$ cat src/hdl/wfc_pkg.sv
package wfc_pkg;

  localparam int MAX_WAYPOINTS = 64;
  localparam int IDX_W = $clog2(MAX_WAYPOINTS);
  localparam int CORDIC_STEPS = 16;
  localparam int STEP_W = $clog2(CORDIC_STEPS + 1);
  localparam int CW = 40;   // CORDIC x/y datapath width
  localparam int ZW = 20;   // CORDIC angle width, 2^-16 rad units

  localparam logic signed [15:0] PI_Q12 = 16'sd12868;
  localparam logic signed [16:0] TWO_PI_Q12 = 17'sd25736;
  localparam logic signed [ZW-1:0] HALF_PI_Q16 = 20'sd102944;
  localparam logic [15:0] CORDIC_GAIN_Q16 = 16'd39797;

  typedef enum logic [1:0] {
    OP_LOAD = 2'd0,
    OP_POSE = 2'd1,
    OP_TICK = 2'd2,
    OP_NONE = 2'd3
  } op_t;

  localparam logic [2:0] REG_PATH_LENGTH = 3'd0;
  localparam logic [2:0] REG_ANGULAR_GAIN = 3'd1;
  localparam logic [2:0] REG_LINEAR_GAIN = 3'd2;
  localparam logic [2:0] REG_HEADING_TOL = 3'd3;
  localparam logic [2:0] REG_ARRIVAL_RAD = 3'd4;

  typedef enum logic [3:0] {
    ST_IDLE,
    ST_POSE_MUL,
    ST_POSE_SUM,
    ST_TICK_RD,
    ST_TICK_DIFF,
    ST_CORDIC_INIT,
    ST_CORDIC_RUN,
    ST_FINISH,
    ST_MAG,
    ST_ERR,
    ST_PROD,
    ST_OUT
  } state_t;

  typedef struct packed {
    logic capture;
    logic pose_mul;
    logic pose_sum;
    logic tbl_rd;
    logic tick_diff;
    logic cordic_init;
    logic cordic_step;
    logic finish;
    logic mag;
    logic err;
    logic prod;
    logic result;
  } cmd_t;

  typedef struct packed {
    logic cordic_done;
    logic is_pose;
  } status_t;

  // Arctangent of 2^-i in units of 2^-16 rad.
  function automatic logic [ZW-1:0] atan_q16(input logic [STEP_W-1:0] i);
    logic [ZW-1:0] v;
    unique case (i)
      0: v = 20'd51472;
      1: v = 20'd30386;
      2: v = 20'd16055;
      3: v = 20'd8150;
      4: v = 20'd4091;
      5: v = 20'd2047;
      6: v = 20'd1024;
      7: v = 20'd512;
      8: v = 20'd256;
      9: v = 20'd128;
      10: v = 20'd64;
      11: v = 20'd32;
      12: v = 20'd16;
      13: v = 20'd8;
      14: v = 20'd4;
      15: v = 20'd2;
      16: v = 20'd1;
      default: v = '0;
    endcase
    return v;
  endfunction

endpackage

$ cat src/hdl/wfc_ctrl.sv
module wfc_ctrl
  import wfc_pkg::*;
(
  input  logic    clk,
  input  logic    rst_n,
  input  logic    in_valid,
  input  logic    in_stall_ok,
  input  logic    out_stall,
  input  logic    out_valid,
  input  op_t     in_op,
  input  logic    tick_go,
  input  status_t sts,
  output logic    in_stall,
  output cmd_t    cmd
);

  state_t state_r, state_nxt;
  logic accept;

  assign in_stall = (state_r != ST_IDLE) || !in_stall_ok;
  assign accept = in_valid && !in_stall;

  // Next state.
  always_comb begin
    state_nxt = state_r;
    unique case (state_r)
      ST_IDLE: begin
        if (accept) begin
          if (in_op == OP_POSE) state_nxt = ST_POSE_MUL;
          else if (in_op == OP_TICK && tick_go) state_nxt = ST_TICK_RD;
        end
      end
      ST_POSE_MUL:    state_nxt = ST_POSE_SUM;
      ST_POSE_SUM:    state_nxt = ST_CORDIC_INIT;
      ST_TICK_RD:     state_nxt = ST_TICK_DIFF;
      ST_TICK_DIFF:   state_nxt = ST_CORDIC_INIT;
      ST_CORDIC_INIT: state_nxt = ST_CORDIC_RUN;
      ST_CORDIC_RUN:  if (sts.cordic_done) state_nxt = ST_FINISH;
      ST_FINISH:      state_nxt = sts.is_pose ? ST_IDLE : ST_MAG;
      ST_MAG:         state_nxt = ST_ERR;
      ST_ERR:         state_nxt = ST_PROD;
      ST_PROD:        state_nxt = ST_OUT;
      ST_OUT:         if (!out_valid || !out_stall) state_nxt = ST_IDLE;
      default:        state_nxt = ST_IDLE;
    endcase
  end

  // Commands.
  always_comb begin
    cmd = '0;
    cmd.capture = accept;
    unique case (state_r)
      ST_POSE_MUL:    cmd.pose_mul = 1'b1;
      ST_POSE_SUM:    cmd.pose_sum = 1'b1;
      ST_TICK_RD:     cmd.tbl_rd = 1'b1;
      ST_TICK_DIFF:   cmd.tick_diff = 1'b1;
      ST_CORDIC_INIT: cmd.cordic_init = 1'b1;
      ST_CORDIC_RUN:  cmd.cordic_step = !sts.cordic_done;
      ST_FINISH:      cmd.finish = 1'b1;
      ST_MAG:         cmd.mag = 1'b1;
      ST_ERR:         cmd.err = 1'b1;
      ST_PROD:        cmd.prod = 1'b1;
      ST_OUT:         cmd.result = !out_valid || !out_stall;
      default: ;
    endcase
  end

  always_ff @(posedge clk) begin
    if (!rst_n) state_r <= ST_IDLE;
    else state_r <= state_nxt;
  end

  // The input side takes nothing while an item is in flight.
  a_busy_no_accept: assert property (@(posedge clk) disable iff (!rst_n)
    (state_r != ST_IDLE) |-> !accept) else $error("accept while busy");
  a_result_once: assert property (@(posedge clk) disable iff (!rst_n)
    cmd.result |=> state_r == ST_IDLE) else $error("result not single");
  a_cordic_ends: assert property (@(posedge clk) disable iff (!rst_n)
    (state_r == ST_FINISH) |-> $past(sts.cordic_done)) else $error("early finish");

endmodule

$ cat config.mk
export PLATFORM = sky130hd
export DESIGN_NAME = wfc_ctrl
export DESIGN_NICKNAME = d
export VERILOG_FILES = /design/src/hdl/wfc_pkg.sv /design/src/hdl/wfc_ctrl.sv
export SDC_FILE = /design/constraint.sdc
export NUM_CORES = 1
export LEC_CHECK = 0
export BUFFER_PORTS_ARGS = -buffer_cell sky130_fd_sc_hd__buf_2
export CAP_MARGIN = 20
export CORE_AREA = 2 2 39 41
export CTS_CLUSTER_SIZE = 40
export DETAILED_ROUTE_END_ITERATION = 10
export DIE_AREA = 0 0 41 43
export SKIP_LAST_GASP = 1
export SYNTH_ARGS = -nofsm -noshare
export SYNTH_HDL_FRONTEND = slang
export SYNTH_SLANG_ARGS = --single-unit
$ cat constraint.sdc
create_clock -name clk -period 1.4 [get_ports clk]
set_input_delay 0.14 -clock clk [delete_from_list [all_inputs] [get_ports clk]]
set_output_delay 0.14 -clock clk [all_outputs]
set_load 0.03 [all_outputs]
==> results.sh <==
export IMPL_holdPathStages=2
export IMPL_synthCells=53
export IMPL_p_per_area_nw_per_um2=2050
export IMPL_clk_pin_slew_ns=0.04
export IMPL_die_w_um=41
export IMPL_reg2reg_from="state_r[2]"
export IMPL_final_hold_viol_count=0
export IMPL_drc=0
export IMPL_cts_root_buf="clkbuf_4"
export IMPL_maxSlewViolCount=0
export IMPL_ctsHoldBuffers=0
export IMPL_gr_usage_all_layers_pct=14.0
export IMPL_die_h_um=43
export IMPL_cts_max_path_buffers=2
export IMPL_hold_end="state_r[3]"
export IMPL_wl_per_cell_um=11.4
export IMPL_yosysTopAreaCellShare_pct=20.2
export IMPL_largest_reg_flops=4
export IMPL_initial_core_util_pct=28.7
export IMPL_gp_congestion=0.707
export IMPL_clock_skew_ns=0.000513
export IMPL_core_um2=1380
export IMPL_regMostFlops="state_r"
export IMPL_grt_max_degree=10
export IMPL_cp_max_fo=7
export IMPL_finalNonFillerCells=96
export IMPL_cts_tree="yes"
export IMPL_place_ws_ns=0.0641
export IMPL_antenna_found_initial=0
export IMPL_grt_pass1_vias=429
export IMPL_io_pins=24
export IMPL_dr_pass1_iters=5
export IMPL_setup_viol=0
export IMPL_antenna_left=0
export IMPL_endpoint_kind="output port"
export IMPL_required_ns=1.26
export IMPL_arrival_ns=1.23
export IMPL_dp_final_hpwl_um=809
export IMPL_status="completed"
export IMPL_tightest_slew_ns=0.236
export IMPL_min_period_ns=1.37
export IMPL_htreeDepth=1
export IMPL_yosysTopAreaCell="dfxtp_1"
export IMPL_tns_ns=0
export IMPL_via_count=475
export IMPL_area_growth_pct=55.2
export IMPL_fin_nets=93
export IMPL_vdd_ir_drop_worst_v=0.000890
export IMPL_hold_path_startpoint="rst_n"
export IMPL_p_leak_nw=0.287
export IMPL_insertedDiodeCount=0
export IMPL_avgSynthCellArea_um2=7.48
export IMPL_dpl_cell_count=90
export IMPL_top_regs="state_r: 4 flops"
export IMPL_ys_warn_count=0
export IMPL_worstSetupStartpointType="register"
export IMPL_worstSetupStartpoint="state_r[2]"
export IMPL_cts_sinks=4
export IMPL_reg2reg_to="state_r[0]"
export IMPL_yosysSeqAreaShare_pct=20.2
export IMPL_drtIter0Drc=8
export IMPL_drive_gt1_share_pct=58.8
export IMPL_viasPerCell=4.95
export IMPL_synth_nets=64
export IMPL_gr_total_overflow=0
export IMPL_clock_fmax_mhz=730
export IMPL_worstSkewPairLatency_ns=0.23
export IMPL_port_buffers=23
export IMPL_timing_final_crit_share_pct=97.9
export IMPL_worst_r2r_cell_count=6
export IMPL_syn_area_um2=397
export IMPL_routed_wirelength_um=1100
export IMPL_cap_violations=0
export IMPL_rsz0062_at_grt="true"
export IMPL_yosys_register_bits=4
export IMPL_relSlewSlack_pct=84.2
export IMPL_synthTopCellsByArea="dfxtp_1 20%, nor3_1 8.8%, nand2b_4 6.9%"
export IMPL_rrSetupSlack_ns=0.09
export IMPL_holdCritPathClass="in2reg"
export IMPL_fillers=142
export IMPL_std_cell_rows=14
export IMPL_ys_types=25
export IMPL_cts_buffers=3
export IMPL_grt_pass1_wl_um=1700
export IMPL_critPathKind="reg2out"
export IMPL_setup_slack_ns=0.0295
export IMPL_dieArea_um2=1760
power breakdown:
| group | leakage (nW) | total (mW) | switching, mW | internal, mW |
|---|---|---|---|---|
| clock | 0.0138 | 0.141 | 0.0454 | 0.0958 |
| combinational | 0.238 | 0.816 | 0.425 | 0.391 |
| sequential | 0.0350 | 0.302 | 0.123 | 0.179 |
layout by cell type, fill, tap and decap left out, drive strengths merged, types with 2 or more instances in the layout:
cell type and count:
dfxtp 4, nand2b 4, o21ai 3, a21oi 2, nand2 6, nor2b 2
nor2 5, inv 2, buf 28, a31oi 2, nor3b 2, nor3 8
clkbuf 4
worst max-delay path by stage:
stage / cells past startpoint / slack (ns) / to
2_1_floorplan: 5 / -0.003 / state_r[1]
3_3_place_gp: 4 / 0.04 / state_r[1]
3_5_place_dp: 4 / 0.06 / state_r[1]
4_1_cts: 4 / 0.0007 / in_stall
5_1_grt: 3 / -0.05 / cmd[11]
6_report: 4 / 0.03 / in_stall
layer usage:
layer  vias up  wire length (µm)  part of all wire [%]  GRT usage, %
li1        239                 -                     -             -
met1       208               471                    43          18.0
met2        26               543                    49          21.3
met3         2                80                   7.3          1.57
met4         0                 2                  0.18          8.00
met5         -                 0                     0             0
cells in the mapped netlist:
| cell type | instances |
|---|---|
| dfxtp_1 | 4 |
| nor3_1 | 7 |
| inv_1 | 2 |
| nand2b_1 | 2 |
| nor4_4 | 1 |
| nand2_1 | 6 |
| o21ai_1 | 1 |
| a22o_1 | 1 |
| o211ai_2 | 1 |
| buf_4 | 2 |
| o21a_1 | 1 |
| nand2b_4 | 2 |
| nor3b_1 | 2 |
| mux2i_1 | 1 |
| a21oi_1 | 2 |
| a31oi_1 | 2 |
| nand4b_1 | 1 |
| nand4_1 | 1 |
| buf_2 | 2 |
| and3_1 | 1 |
| nor3_2 | 1 |
| nor2b_1 | 2 |
| o21ai_0 | 2 |
| buf_6 | 1 |
| nor2_1 | 5 |
repair_timing:
| action | in CTS | in global routing |
|---|---|---|
| gates resized for setup | 7 | 8 |
| buffers inserted | 2 | 1 |
| endpoints found under the setup margin | 13 | 6 |
| pin swaps | 1 | 3 |
cell type report:
| type | instances | area, µm² | share of cell area (%) |
|---|---|---|---|
| clock buffers | 3 | 22.5 | 3.66 |
| inverters | 2 | 7.51 | 1.22 |
| multi-input cells | 42 | 298 | 48.4 |
| flip-flops and latches | 4 | 90.1 | 14.6 |
| well taps | 16 | 20.0 | 3.25 |
| repair buffers | 29 | 178 | 28.9 |
worst max-delay path, cell delays in order (launching register included):
cell	delay [ns]
dfxtp_4	0.37
nor4_4	0.28
buf_4	0.16
nand2_2	0.05
buf_6	0.13
cell families after synthesis:
| group | share of synthesized area, % |
|---|---|
| simple gates | 49.5 |
| compound gates | 16.7 |
| buf+inv | 11.0 |
| flops | 20.2 |
| mux | 2.52 |
metrics by stage:
| stage | util, % | cell area, µm² | power, mW | hold WS (ns) |
|---|---|---|---|---|
| 2_1_floorplan | - | 417 | 0.824 | 0.258 |
| 3_3_place_gp | 38.9 | 538 | 0.947 | 0.413 |
| 3_5_place_dp | 38.9 | 538 | 0.947 | 0.417 |
| 4_1_cts | 42.5 | 588 | 1.20 | 0.177 |
| 5_1_grt | 44.5 | 616 | 1.36 | 0.196 |
| 6_report | 44.5 | 616 | 1.26 | 0.179 |
Power figures use the tool's default switching activity.
